--- src/design/shs_pkg.sv ---
// ----------------------------------------------------------------------------
// shs_pkg
// Shared types, constants and round functions of the SHA-256 stream hasher.
// ----------------------------------------------------------------------------
`default_nettype none

package shs_pkg;

    localparam int unsigned WORD_W  = 32;
    localparam int unsigned WIN_DEP = 16;
    localparam int unsigned ADDR_W  = 4;

    localparam logic [7:0] PAD_BYTE = 8'h80;

    typedef logic [7:0][WORD_W-1:0] hash_t;

    localparam hash_t INIT_HASH = {
        32'h5be0cd19, 32'h1f83d9ab, 32'h9b05688c, 32'h510e527f,
        32'ha54ff53a, 32'h3c6ef372, 32'hbb67ae85, 32'h6a09e667
    };

    // Control of the round engine from the sequencer
    typedef struct packed {
        logic start;
        logic clear;
    } core_ctl_t;

    typedef struct packed {
        logic busy;
        logic done;
    } core_stat_t;

    typedef enum logic [3:0] {
        ST_IDLE = 4'b0001,
        ST_PAD  = 4'b0010,
        ST_HASH = 4'b0100,
        ST_OUT  = 4'b1000
    } top_state_t;

    function automatic logic [31:0] rotr(input logic [31:0] x, input int unsigned n);
        rotr = (x >> n) | (x << (32 - n));
    endfunction

    function automatic logic [31:0] big_sig0(input logic [31:0] x);
        big_sig0 = rotr(x, 2) ^ rotr(x, 13) ^ rotr(x, 22);
    endfunction

    function automatic logic [31:0] big_sig1(input logic [31:0] x);
        big_sig1 = rotr(x, 6) ^ rotr(x, 11) ^ rotr(x, 25);
    endfunction

    function automatic logic [31:0] small_sig0(input logic [31:0] x);
        small_sig0 = rotr(x, 7) ^ rotr(x, 18) ^ (x >> 3);
    endfunction

    function automatic logic [31:0] small_sig1(input logic [31:0] x);
        small_sig1 = rotr(x, 17) ^ rotr(x, 19) ^ (x >> 10);
    endfunction

    // Place a byte in lane k of a big-endian word, lane 0 at the top
    function automatic logic [31:0] byte_lane(input logic [7:0] b, input logic [1:0] k);
        logic [31:0] w;
        begin
            case (k)
                2'd0:    w = {b, 24'h0};
                2'd1:    w = {8'h0, b, 16'h0};
                2'd2:    w = {16'h0, b, 8'h0};
                2'd3:    w = {24'h0, b};
                default: w = 32'h0;
            endcase
            byte_lane = w;
        end
    endfunction

    function automatic logic [31:0] round_k(input logic [5:0] r);
        logic [31:0] k;
        begin
            case (r)
                6'd0:  k = 32'h428a2f98;  6'd1:  k = 32'h71374491;
                6'd2:  k = 32'hb5c0fbcf;  6'd3:  k = 32'he9b5dba5;
                6'd4:  k = 32'h3956c25b;  6'd5:  k = 32'h59f111f1;
                6'd6:  k = 32'h923f82a4;  6'd7:  k = 32'hab1c5ed5;
                6'd8:  k = 32'hd807aa98;  6'd9:  k = 32'h12835b01;
                6'd10: k = 32'h243185be;  6'd11: k = 32'h550c7dc3;
                6'd12: k = 32'h72be5d74;  6'd13: k = 32'h80deb1fe;
                6'd14: k = 32'h9bdc06a7;  6'd15: k = 32'hc19bf174;
                6'd16: k = 32'he49b69c1;  6'd17: k = 32'hefbe4786;
                6'd18: k = 32'h0fc19dc6;  6'd19: k = 32'h240ca1cc;
                6'd20: k = 32'h2de92c6f;  6'd21: k = 32'h4a7484aa;
                6'd22: k = 32'h5cb0a9dc;  6'd23: k = 32'h76f988da;
                6'd24: k = 32'h983e5152;  6'd25: k = 32'ha831c66d;
                6'd26: k = 32'hb00327c8;  6'd27: k = 32'hbf597fc7;
                6'd28: k = 32'hc6e00bf3;  6'd29: k = 32'hd5a79147;
                6'd30: k = 32'h06ca6351;  6'd31: k = 32'h14292967;
                6'd32: k = 32'h27b70a85;  6'd33: k = 32'h2e1b2138;
                6'd34: k = 32'h4d2c6dfc;  6'd35: k = 32'h53380d13;
                6'd36: k = 32'h650a7354;  6'd37: k = 32'h766a0abb;
                6'd38: k = 32'h81c2c92e;  6'd39: k = 32'h92722c85;
                6'd40: k = 32'ha2bfe8a1;  6'd41: k = 32'ha81a664b;
                6'd42: k = 32'hc24b8b70;  6'd43: k = 32'hc76c51a3;
                6'd44: k = 32'hd192e819;  6'd45: k = 32'hd6990624;
                6'd46: k = 32'hf40e3585;  6'd47: k = 32'h106aa070;
                6'd48: k = 32'h19a4c116;  6'd49: k = 32'h1e376c08;
                6'd50: k = 32'h2748774c;  6'd51: k = 32'h34b0bcb5;
                6'd52: k = 32'h391c0cb3;  6'd53: k = 32'h4ed8aa4a;
                6'd54: k = 32'h5b9cca4f;  6'd55: k = 32'h682e6ff3;
                6'd56: k = 32'h748f82ee;  6'd57: k = 32'h78a5636f;
                6'd58: k = 32'h84c87814;  6'd59: k = 32'h8cc70208;
                6'd60: k = 32'h90befffa;  6'd61: k = 32'ha4506ceb;
                6'd62: k = 32'hbef9a3f7;  6'd63: k = 32'hc67178f2;
                default: k = 32'h0;
            endcase
            round_k = k;
        end
    endfunction

endpackage

`default_nettype wire

--- src/design/shs_wmem.sv ---
// ----------------------------------------------------------------------------
// shs_wmem
// Sixteen-word block and schedule memory: one write port, two registered
// read ports.
// ----------------------------------------------------------------------------
`default_nettype none

module shs_wmem
    import shs_pkg::*;
(
    input  wire logic              clk,
    input  wire logic              we,
    input  wire logic [ADDR_W-1:0] waddr,
    input  wire logic [WORD_W-1:0] wdata,
    input  wire logic [ADDR_W-1:0] raddr_a,
    input  wire logic [ADDR_W-1:0] raddr_b,
    output logic      [WORD_W-1:0] rdata_a,
    output logic      [WORD_W-1:0] rdata_b
);

    logic [WORD_W-1:0] mem [WIN_DEP];

    always_ff @(posedge clk)
    begin
        if (we)
        begin
            mem[waddr] <= wdata;
        end
        rdata_a <= mem[raddr_a];
        rdata_b <= mem[raddr_b];
    end

endmodule

`default_nettype wire

--- src/design/shs_core.sv ---
// ----------------------------------------------------------------------------
// shs_core
// Round engine: one SHA-256 round a cycle, with the message schedule kept
// in place in the word memory and the chain value in registers.
// ----------------------------------------------------------------------------
`default_nettype none

module shs_core
    import shs_pkg::*;
(
    input  wire logic              clk,
    input  wire logic              rst_n,
    input  wire core_ctl_t         ctl,
    output core_stat_t             stat,
    output logic      [ADDR_W-1:0] raddr_a,
    output logic      [ADDR_W-1:0] raddr_b,
    input  wire logic [WORD_W-1:0] rdata_a,
    input  wire logic [WORD_W-1:0] rdata_b,
    output logic                   we,
    output logic      [ADDR_W-1:0] waddr,
    output logic      [WORD_W-1:0] wdata,
    output hash_t                  hash
);

    localparam logic [6:0] STEP_LAST = 7'd66;

    logic        busy_reg, busy_next;
    logic        done_reg, done_next;
    logic [6:0]  step_reg, step_next;
    logic [31:0] prev_a_reg;
    logic [31:0] wd1_reg, wd2_reg;
    hash_t       v_reg, v_next;
    hash_t       h_reg, h_next;

    logic [6:0]  round_full;
    logic [5:0]  round;
    logic        in_round;
    logic [31:0] w_cur, t1, t2;

    assign round_full = step_reg - 7'd2;
    assign round      = round_full[5:0];
    assign in_round   = busy_reg && (step_reg >= 7'd2) && (step_reg < STEP_LAST);

    // Port A runs two rounds ahead, port B fetches W[r-7] one round ahead
    assign raddr_a = step_reg[3:0];
    assign raddr_b = step_reg[3:0] + 4'd8;

    always_comb
    begin
        if (round < 6'd16)
        begin
            w_cur = prev_a_reg;
        end
        else
        begin
            w_cur = prev_a_reg + small_sig0(rdata_a) + rdata_b + small_sig1(wd2_reg);
        end
    end

    assign t1 = v_reg[7] + big_sig1(v_reg[4])
              + ((v_reg[4] & v_reg[5]) ^ (~v_reg[4] & v_reg[6]))
              + round_k(round) + w_cur;
    assign t2 = big_sig0(v_reg[0])
              + ((v_reg[0] & v_reg[1]) ^ (v_reg[0] & v_reg[2]) ^ (v_reg[1] & v_reg[2]));

    assign we    = in_round;
    assign waddr = round[3:0];
    assign wdata = w_cur;

    always_comb
    begin
        busy_next = busy_reg;
        done_next = 1'b0;
        step_next = step_reg;
        v_next    = v_reg;
        h_next    = h_reg;
        if (ctl.clear)
        begin
            h_next = INIT_HASH;
        end
        if (ctl.start)
        begin
            busy_next = 1'b1;
            step_next = 7'd0;
            v_next    = h_reg;
        end
        else if (busy_reg)
        begin
            step_next = step_reg + 7'd1;
            if (in_round)
            begin
                v_next[7] = v_reg[6];
                v_next[6] = v_reg[5];
                v_next[5] = v_reg[4];
                v_next[4] = v_reg[3] + t1;
                v_next[3] = v_reg[2];
                v_next[2] = v_reg[1];
                v_next[1] = v_reg[0];
                v_next[0] = t1 + t2;
            end
            if (step_reg == STEP_LAST)
            begin
                for (int i = 0; i < 8; i++)
                begin
                    h_next[i] = h_reg[i] + v_reg[i];
                end
                busy_next = 1'b0;
                done_next = 1'b1;
            end
        end
    end

    always_ff @(posedge clk or negedge rst_n)
    begin
        if (!rst_n)
        begin
            busy_reg <= 1'b0;
            done_reg <= 1'b0;
            step_reg <= 7'd0;
            h_reg    <= INIT_HASH;
        end
        else
        begin
            busy_reg <= busy_next;
            done_reg <= done_next;
            step_reg <= step_next;
            h_reg    <= h_next;
        end
    end

    always_ff @(posedge clk)
    begin
        v_reg      <= v_next;
        prev_a_reg <= rdata_a;
        if (in_round)
        begin
            wd1_reg <= w_cur;
            wd2_reg <= wd1_reg;
        end
    end

    assign stat.busy = busy_reg;
    assign stat.done = done_reg;
    assign hash      = h_reg;

endmodule

`default_nettype wire

--- src/design/sha256_stream_hasher.sv ---
// A byte that does not fill a block leaves the hasher ready for the next byte.
// The byte that completes a block holds off requests while the engine runs its
// two fetch steps, 64 rounds, one chain update and one hand-off step.
// End of message pads one word a cycle from the word holding the next free
// byte to word 15 (1 to 16 words), then one or two compressions, the second
// after a further padded block. The digest leaves one word a cycle while the
// sink is ready. Reset loads the initial hash and empties the byte count.
// ----------------------------------------------------------------------------
// sha256_stream_hasher
// Byte-stream SHA-256: gathers bytes into a word memory, pads, compresses
// and returns the digest word by word.
// ----------------------------------------------------------------------------
`default_nettype none

module sha256_stream_hasher
    import shs_pkg::*;
(
    input  wire logic        clk,
    input  wire logic        rst_n,
    input  wire logic        in_valid,
    output logic             in_ready,
    input  wire logic [7:0]  msg_byte,
    input  wire logic        byte_present,
    input  wire logic        end_of_message,
    output logic             out_valid,
    input  wire logic        out_ready,
    output logic [31:0]      digest_word,
    output logic [2:0]       word_index,
    output logic             last_word
);

    top_state_t  state_reg, state_next;
    logic [5:0]  fill_reg, fill_next;
    logic [63:0] count_reg, count_next;
    logic [31:0] asm_reg, asm_next;
    logic [3:0]  pw_reg, pw_next;
    logic        first_reg, first_next;
    logic        extra_reg, extra_next;
    logic        final_reg, final_next;
    logic        pad_go_reg, pad_go_next;
    logic [2:0]  oidx_reg, oidx_next;

    core_ctl_t   ctl;
    core_stat_t  stat;
    hash_t       hash;

    logic [3:0]  c_raddr_a, c_raddr_b, c_waddr;
    logic [31:0] c_wdata, rdata_a, rdata_b;
    logic        c_we;
    logic        m_we;
    logic [3:0]  m_waddr;
    logic [31:0] m_wdata;

    logic        in_acc, out_acc;
    logic [63:0] bit_len;
    logic [31:0] pad_word;

    assign in_acc  = in_valid && in_ready;
    assign out_acc = out_valid && out_ready;
    assign bit_len = {count_reg[60:0], 3'b000};

    always_comb
    begin
        if (!extra_reg && pw_reg == 4'd14)
        begin
            pad_word = bit_len[63:32];
        end
        else if (!extra_reg && pw_reg == 4'd15)
        begin
            pad_word = bit_len[31:0];
        end
        else if (first_reg)
        begin
            pad_word = ((fill_reg[1:0] == 2'd0) ? 32'h0 : asm_reg)
                     | byte_lane(PAD_BYTE, fill_reg[1:0]);
        end
        else
        begin
            pad_word = 32'h0;
        end
    end

    always_comb
    begin
        state_next  = state_reg;
        fill_next   = fill_reg;
        count_next  = count_reg;
        asm_next    = asm_reg;
        pw_next     = pw_reg;
        first_next  = first_reg;
        extra_next  = extra_reg;
        final_next  = final_reg;
        pad_go_next = pad_go_reg;
        oidx_next   = oidx_reg;
        ctl         = '0;
        m_we        = 1'b0;
        m_waddr     = fill_reg[5:2];
        m_wdata     = asm_reg;
        case (state_reg)
            ST_IDLE:
            begin
                if (in_acc)
                begin
                    if (byte_present)
                    begin
                        asm_next   = ((fill_reg[1:0] == 2'd0) ? 32'h0 : asm_reg)
                                   | byte_lane(msg_byte, fill_reg[1:0]);
                        fill_next  = fill_reg + 6'd1;
                        count_next = count_reg + 64'd1;
                        m_we       = (fill_reg[1:0] == 2'd3);
                        m_wdata    = asm_next;
                    end
                    if (byte_present && fill_reg == 6'd63)
                    begin
                        ctl.start   = 1'b1;
                        state_next  = ST_HASH;
                        final_next  = 1'b0;
                        pad_go_next = end_of_message;
                        pw_next     = 4'd0;
                        first_next  = 1'b1;
                        extra_next  = 1'b0;
                    end
                    else if (end_of_message)
                    begin
                        state_next = ST_PAD;
                        pw_next    = fill_next[5:2];
                        first_next = 1'b1;
                        extra_next = (fill_next >= 6'd56);
                    end
                end
            end
            ST_PAD:
            begin
                m_we       = 1'b1;
                m_waddr    = pw_reg;
                m_wdata    = pad_word;
                first_next = 1'b0;
                pw_next    = pw_reg + 4'd1;
                if (pw_reg == 4'd15)
                begin
                    ctl.start   = 1'b1;
                    state_next  = ST_HASH;
                    final_next  = !extra_reg;
                    pad_go_next = extra_reg;
                    extra_next  = 1'b0;
                end
            end
            ST_HASH:
            begin
                if (stat.done)
                begin
                    if (final_reg)
                    begin
                        state_next = ST_OUT;
                        oidx_next  = 3'd0;
                    end
                    else if (pad_go_reg)
                    begin
                        state_next = ST_PAD;
                    end
                    else
                    begin
                        state_next = ST_IDLE;
                    end
                end
            end
            ST_OUT:
            begin
                if (out_acc)
                begin
                    oidx_next = oidx_reg + 3'd1;
                    if (oidx_reg == 3'd7)
                    begin
                        ctl.clear   = 1'b1;
                        state_next  = ST_IDLE;
                        fill_next   = 6'd0;
                        count_next  = 64'd0;
                        final_next  = 1'b0;
                        pad_go_next = 1'b0;
                    end
                end
            end
            default:
            begin
                state_next = ST_IDLE;
            end
        endcase
    end

    always_ff @(posedge clk or negedge rst_n)
    begin
        if (!rst_n)
        begin
            state_reg  <= ST_IDLE;
            fill_reg   <= 6'd0;
            count_reg  <= 64'd0;
            pw_reg     <= 4'd0;
            first_reg  <= 1'b0;
            extra_reg  <= 1'b0;
            final_reg  <= 1'b0;
            pad_go_reg <= 1'b0;
            oidx_reg   <= 3'd0;
        end
        else
        begin
            state_reg  <= state_next;
            fill_reg   <= fill_next;
            count_reg  <= count_next;
            pw_reg     <= pw_next;
            first_reg  <= first_next;
            extra_reg  <= extra_next;
            final_reg  <= final_next;
            pad_go_reg <= pad_go_next;
            oidx_reg   <= oidx_next;
        end
    end

    always_ff @(posedge clk)
    begin
        asm_reg <= asm_next;
    end

    // The engine owns the write port while it runs
    shs_wmem u_wmem (
        .clk     (clk),
        .we      (stat.busy ? c_we : m_we),
        .waddr   (stat.busy ? c_waddr : m_waddr),
        .wdata   (stat.busy ? c_wdata : m_wdata),
        .raddr_a (c_raddr_a),
        .raddr_b (c_raddr_b),
        .rdata_a (rdata_a),
        .rdata_b (rdata_b)
    );

    shs_core u_core (
        .clk     (clk),
        .rst_n   (rst_n),
        .ctl     (ctl),
        .stat    (stat),
        .raddr_a (c_raddr_a),
        .raddr_b (c_raddr_b),
        .rdata_a (rdata_a),
        .rdata_b (rdata_b),
        .we      (c_we),
        .waddr   (c_waddr),
        .wdata   (c_wdata),
        .hash    (hash)
    );

    assign in_ready    = (state_reg == ST_IDLE);
    assign out_valid   = (state_reg == ST_OUT);
    assign digest_word = hash[oidx_reg];
    assign word_index  = oidx_reg;
    assign last_word   = (oidx_reg == 3'd7);

endmodule

`default_nettype wire

--- config.mk ---
export PLATFORM = sky130hd
export DESIGN_NAME = sha256_stream_hasher
export DESIGN_NICKNAME = d
export VERILOG_FILES = /design/src/design/shs_pkg.sv /design/src/design/shs_wmem.sv /design/src/design/shs_core.sv /design/src/design/sha256_stream_hasher.sv
export SDC_FILE = /design/constraint.sdc
export NUM_CORES = 2
export LEC_CHECK = 0
export ABC_AREA = 1
export BUFFER_PORTS_ARGS = -buffer_cell sky130_fd_sc_hd__buf_2
export CAP_MARGIN = 20
export CORE_MARGIN = 5
export CORE_UTILIZATION = 27
export CTS_CLUSTER_SIZE = 30
export DETAILED_ROUTE_END_ITERATION = 16
export GPL_ROUTABILITY_DRIVEN = 1
export GPL_TIMING_DRIVEN = 0
export PLACE_DENSITY = 0.53
export SKIP_LAST_GASP = 1
export SLEW_MARGIN = 20
export SYNTH_ARGS = -nofsm -noshare
export SYNTH_HDL_FRONTEND = slang
export SYNTH_SLANG_ARGS = --single-unit
--- constraint.sdc ---
create_clock -name clk -period 13 [get_ports clk]
set_input_delay 1.95 -clock clk [delete_from_list [all_inputs] [get_ports clk]]
set_output_delay 1.95 -clock clk [all_outputs]
set_load 0.02 [all_outputs]
# After elaboration in Yosys (flattened, before gate mapping)
# Memory sizes are Yosys's and may differ from the RTL's. A register that Yosys moved wholly into a read port is not among the register bits.
# Index checks and enable logic that the tools add are counted.
[classes]
reduce_logical = 23
n_lt_le_gt_ge = 5
n_eq_ne = 21
bitwise_logic = 29
n_addsub = 25
mux = 98
[op_table]
columns = ["cell", "n"]
rows = [
  ["$mux W256", 7],
  ["$add A32 B32 Y32", 18],
  ["$mux W32", 15],
  ["$xor A32 B32 Y32", 9],
  ["$mux W64", 4],
  ["$pmux W32 S4", 2],
  ["$and A32 B32 Y32", 5],
  ["$pmux W64 S2", 1],
  ["$bmux W32 S3", 1],
  ["$add A64 B1 Y64 const B", 1],
  ["$or A32 B32 Y32", 2],
  ["$pmux W32 S2", 1],
  ["$mux W4", 13],
  ["$mux W6", 6],
  ["$mux W1", 32],
  ["$not A32 Y32", 1],
  ["$or A10 B32 Y32", 1],
  ["$or A13 B32 Y32", 1],
  ["$or A14 B32 Y32", 1],
  ["$or A15 B32 Y32", 1],
  ["$or A19 B32 Y32", 1],
  ["$or A21 B32 Y32", 1],
  ["$or A25 B32 Y32", 1],
  ["$or A26 B32 Y32", 1],
  ["46 further kinds", 75],
]
[word_totals]
inputBits = 14
mem_bits_ro = 2048
ram_bits = 512
n_memories = 2
register_bits = 734
output_inout_bits = 38
[mem_list]
columns = ["name", "depth", "width", "read_ports", "rd_clocked_by_memory_dff", "wr", "line_no", "rtl"]
rows = [
  ["(name not given)", 64, 32, 1, 0, 0, "shs_pkg.sv:78", "case (r)"],
  ["u_wmem.mem", 16, 32, 2, 2, 1, "shs_wmem.sv:21", "logic [WORD_W-1:0] mem [WIN_DEP];"],
]

# Depth between registers and ports, before layout
[depth]
ltp_word = 12
ltp_mapped = 50
depth_no_buf = 50

# Cells and area by module
# Synthesis repeated with hierarchy kept, for this count alone.
[hier_totals]
hier_cells = 12443
area_unflattened_um2 = 94673.3
[by_module_without_submodules]
columns = ["module", "cells_per_inst", "area_per_inst_um2", "seq_area_each_um2", "instances"]
rows = [
  ["shs_core", 7181, 54551.1, 17051.4, 1],
  ["shs_wmem", 3317, 28673.8, 16656.0, 1],
  ["sha256_stream_hasher", 1945, 11448.5, 3014.1, 1],
]

# Worst setup path after synthesis
# No wires, ideal clock.
[synth_path]
kind = "flip-flop to flip-flop"
startpoint = "reg u_core.step_reg[2]"
endpoint = "reg u_core.v_reg[0] in the netlist's numbering (enable)"
path_stages_with_launch = 12
synth_period_minus_slack_ps = 10879
t_arrival_ps = 10249
path_slack_ps = 2121
path_buffers = 3
required_ps = 12371
cell_sequence = "dfrtp_1 buf_2 inv_1 clkbuf_1 clkbuf_1 ha_1 inv_1 nor4_1 nor3_1 nor2_1 inv_1 nand2_1"
[synth_between]
elab_chain_cells = 5
word_cells_on_any_way = 6
[synth_lines]
columns = ["item", "line_no", "rtl"]
rows = [
  ["start: declaration", "shs_core.sv:29", "logic [6:0] step_reg, step_next;"],
  ["start signal: assignment", "shs_core.sv:126", "step_reg <= step_next;"],
  ["$ge A7 B2 Y1", "shs_core.sv:42", "assign in_round = busy_reg && (step_reg >= 7'd2) && (step_reg < STEP_LAST);"],
  ["$logic_and A1 B1 Y1", "shs_core.sv:42", ""],
  ["$logic_and A1 B1 Y1 (*)", "shs_core.sv:42", ""],
  ["named net c_we", "sha256_stream_hasher.sv:49", "logic c_we;"],
  ["$reduce_bool A2 Y1 (no line) (*)", "n/a", ""],
  ["$reduce_and A2 Y1 (no line) (*)", "n/a", ""],
  ["end signal: assignment", "shs_core.sv:133", "v_reg <= v_next;"],
  ["end: declaration", "shs_core.sv:32", "hash_t v_reg, v_next;"],
]
# The timed path passes the listed nets; every way through them passes the cells marked *.
# A chain may end at the register's enable or synchronous reset.

==> flow_summary.ini <==
[cts]
cts_tree = built
htreeDepth = 4
post-cts-setup-buffers = 0
cts.sinks = 1307
worstSkewPairLatency_ns = 0.89
numCtsBuffers = 159
clk_path_buf_depth = 4
cts-root-buf = clkbuf_16
clk_pin_slew_ns = 0.07

[die]
fp-row-count = 206
start_util_pct = 27.1
die_x_um = 572
coreArea_um2 = 315000
die-area_um2 = 327000
die_h_um = 572
ios = 52

[finish]
final_area_um2 = 97700
register_area_um2 = 36700
syn2layout_area_growth_pct = 14.6
multi_input_area_um2 = 41900
nets = 11000
fillers = 33300
drive_gt1_share_pct = 7.46
largest_reg_flops = 512

[routing]
via_per_inst = 5.35
via_count = 78500
wl_per_cell_um = 27.8
first_pass_iters = 6
drtIter0Drc = 10900
route.antenna.remaining_nets = 0
drcViolationCount = 0
postRouteWirelength_um = 407000

[worst_hold_path]
hp-class = reg2reg
hold_start = u_wmem.rdata_a[0]

[worst_setup_path]
critPathArrivalTime_ns = 13.27
setup.worst_path.end_class = register
cp_data_required_time_ns = 13.54
path_class = reg2reg
crit_fanout = 13
cp-start-kind = register
slowest_stage = o21ai_0
rr_startpoint = u_core.step_reg[2]
worstSetupStartpoint = u_core.step_reg[2]
max_stage_delay_ns = 0.78
cpMostUsedCell = nand2_1

[synthesis]
syn_nets = 10700
netlist_area_um2 = 85300
syn_area_per_cell_um2 = 8.46
yosysWarnings = 0
ys_ff_latch = 1307
synth-edff-count = 864
yosysUniqueCellTypes = 79
synthArstFlopShare_pct = 26.5
synthFlopType = edfxtp_1
netlist_instances = 10100
yosysSeqAreaShare_pct = 43.0

[sta]
relSlewSlack_pct = 6.48
setup_viol = 0
skew_ns = 0.117
fin_crit_sh_pct = 97.9
rsz0062_at_grt = no
slew_viol_final = 0
maxClockFrequency_ghz = 0.0786
tightest_slew_ns = 1.40
hold_viol = 0
finalCriticalPeriod_ns = 12.72

[global_route]
grt_max_degree = 87
grt_use_total_pct = 24.0
antenna_found_initial = 20
overflow = 0
grt_pass1_vias = 72500
grt_pass1_wl_um = 560000

[outcome]
status = complete, no violations

[placed_design]
place.gp.congestion = 1.04
portBuffers = 51
placed_cell_area_um2 = 92400
place_hpwl_um = 320000

[run]
max_cap_viol_count = 0
## per-stage QoR
stage	hold WS [ns]	util, %	TNS (ns)	std cells	worst slack (ns)
finish	0.375	31.1	0	14700	0.277
global route	0.385	31.0	0	14700	0.0342
global placement	0.390	28.8	-1225.53	14300	-4.85
CTS	0.376	31.0	0	14600	0.197
floorplan	0.375	-	0	10100	2.12
detailed placement	0.390	29.4	0	14400	0.278
## cell usage after synthesis, types with 7 or more instances
library cell,count,area (µm²)
nand2_1,1978,7420
inv_1,1363,5120
o21ai_0,951,4760
edfxtp_1,864,25900
a21oi_1,693,3470
nor2_1,574,2150
nand3_1,419,2100
ha_1,398,4980
clkbuf_1,276,1040
xor2_1,230,2010
a22oi_1,227,1700
dfrtp_1,210,5260
xnor2_1,201,1760
fa_1,195,3900
o21ai_1,164,821
dfstp_2,137,3600
nor3_1,135,676
o22ai_1,113,707
dfxtp_1,96,1920
a31oi_1,93,582
buf_2,75,375
a21o_1,70,526
o21bai_1,58,435
nand4_1,57,357
a221oi_1,47,412
o211ai_1,47,353
inv_2,46,173
or2_2,43,269
nor4_1,29,181
buf_1,25,93.8
o21a_1,23,173
o221ai_1,22,193
a32oi_1,16,140
a21boi_0,15,113
o31ai_1,15,113
a22o_1,14,123
buf_4,14,105
nand3b_1,13,97.6
a211oi_1,10,75.1
nor2_2,8,50.1
a41oi_1,7,61.3
clkinv_1,7,26.3
## path summary, 6_finish.rpt
kind | endpoint | slack [ns] | cells past startpoint
worst min register to register | u_core.prev_a_reg[0] | 0.38 | 0
worst min-delay path | u_core.prev_a_reg[0] | 0.38 | 0
worst max-delay path | u_core.v_reg[31] | 0.28 | 43
worst max register to register | u_core.v_reg[31] | 0.28 | 43
max in group asynchronous | state_reg[0] | 10.24 | 4
min in group asynchronous | u_core.step_reg[5] | 1.04 | 1
## cells by family (layout without fill, tap and decap cells)
kind of cell | count (synthesis) | in the layout | synth area share, %
AND/OR/NAND/NOR | 3303 | 3303 | 16.1
AO/OA/AOI/OAI | 2630 | 2630 | 17.8
buffers and inverters | 1809 | 2220 | 8.15
flip-flops | 1307 | 1307 | 43.0
adder cells (fa/ha/maj) | 596 | 596 | 10.4
XOR/XNOR | 431 | 431 | 4.43
multiplexers | 2 | 2 | 0.0235
other | 0 | 8 | 0
## layer usage
layer / track usage [%] / up-vias / share of wire [%]
met1: 33.0 / 38300 / 42
li1: - / 34900 / -
met2: 35.2 / 4405 / 41
met3: 5.60 / 843 / 11
met5: 0 / - / 0.028
met4: 11.7 / 18 / 5.9
## cell type report
class | count | area share (%)
multi-input cells | 6962 | 42.9
clock inverters | 80 | 0.889
clock buffers | 211 | 4.50
inverters | 1417 | 5.44
well taps | 4160 | 5.33
plain buffers | 392 | 1.69
diodes | 8 | 0.0205
repair buffers | 120 | 1.64
flip-flops and latches | 1307 | 37.6
## worst max-delay path: cells and delay by family (launching register included)
family | cells | cell delay (ns)
flops | 1 | 0.41
simple gates | 17 | 3.17
buf+inv | 11 | 2.82
compound gates | 6 | 2.09
fa+ha+maj | 8 | 3.28
xor+xnor | 1 | 0.62
## layout by cell type (no fill, tap or decap), types with 43 or more instances in the layout
| cell | count |
|---|---|
| a21o_1 | 70 |
| a21oi_1 | 691 |
| a221oi_1 | 47 |
| a22oi_1 | 227 |
| a31oi_1 | 88 |
| buf_2 | 125 |
| clkbuf_1 | 299 |
| clkbuf_16 | 165 |
| dfrtp_1 | 210 |
| dfstp_2 | 137 |
| dfxtp_1 | 96 |
| edfxtp_1 | 864 |
| fa_1 | 195 |
| ha_1 | 398 |
| inv_1 | 1363 |
| inv_2 | 46 |
| nand2_1 | 1977 |
| nand3_1 | 419 |
| nand4_1 | 57 |
| nor2_1 | 557 |
| nor3_1 | 135 |
| o211ai_1 | 47 |
| o21ai_0 | 919 |
| o21ai_1 | 173 |
| o21bai_1 | 58 |
| o22ai_1 | 113 |
| or2_2 | 43 |
| xnor2_1 | 201 |
| xor2_1 | 229 |
## repair_timing
action | 4_1_cts | 5_1_grt
endpoints found under the setup margin | 0 | 1
hold buffers | 0 | 0
gates resized for setup | 0 | 3
hold endpoints to repair | 0 | 0
Power is not shown: default switching activity piles up to over one toggle a cycle in this logic, so the estimate is an artifact.
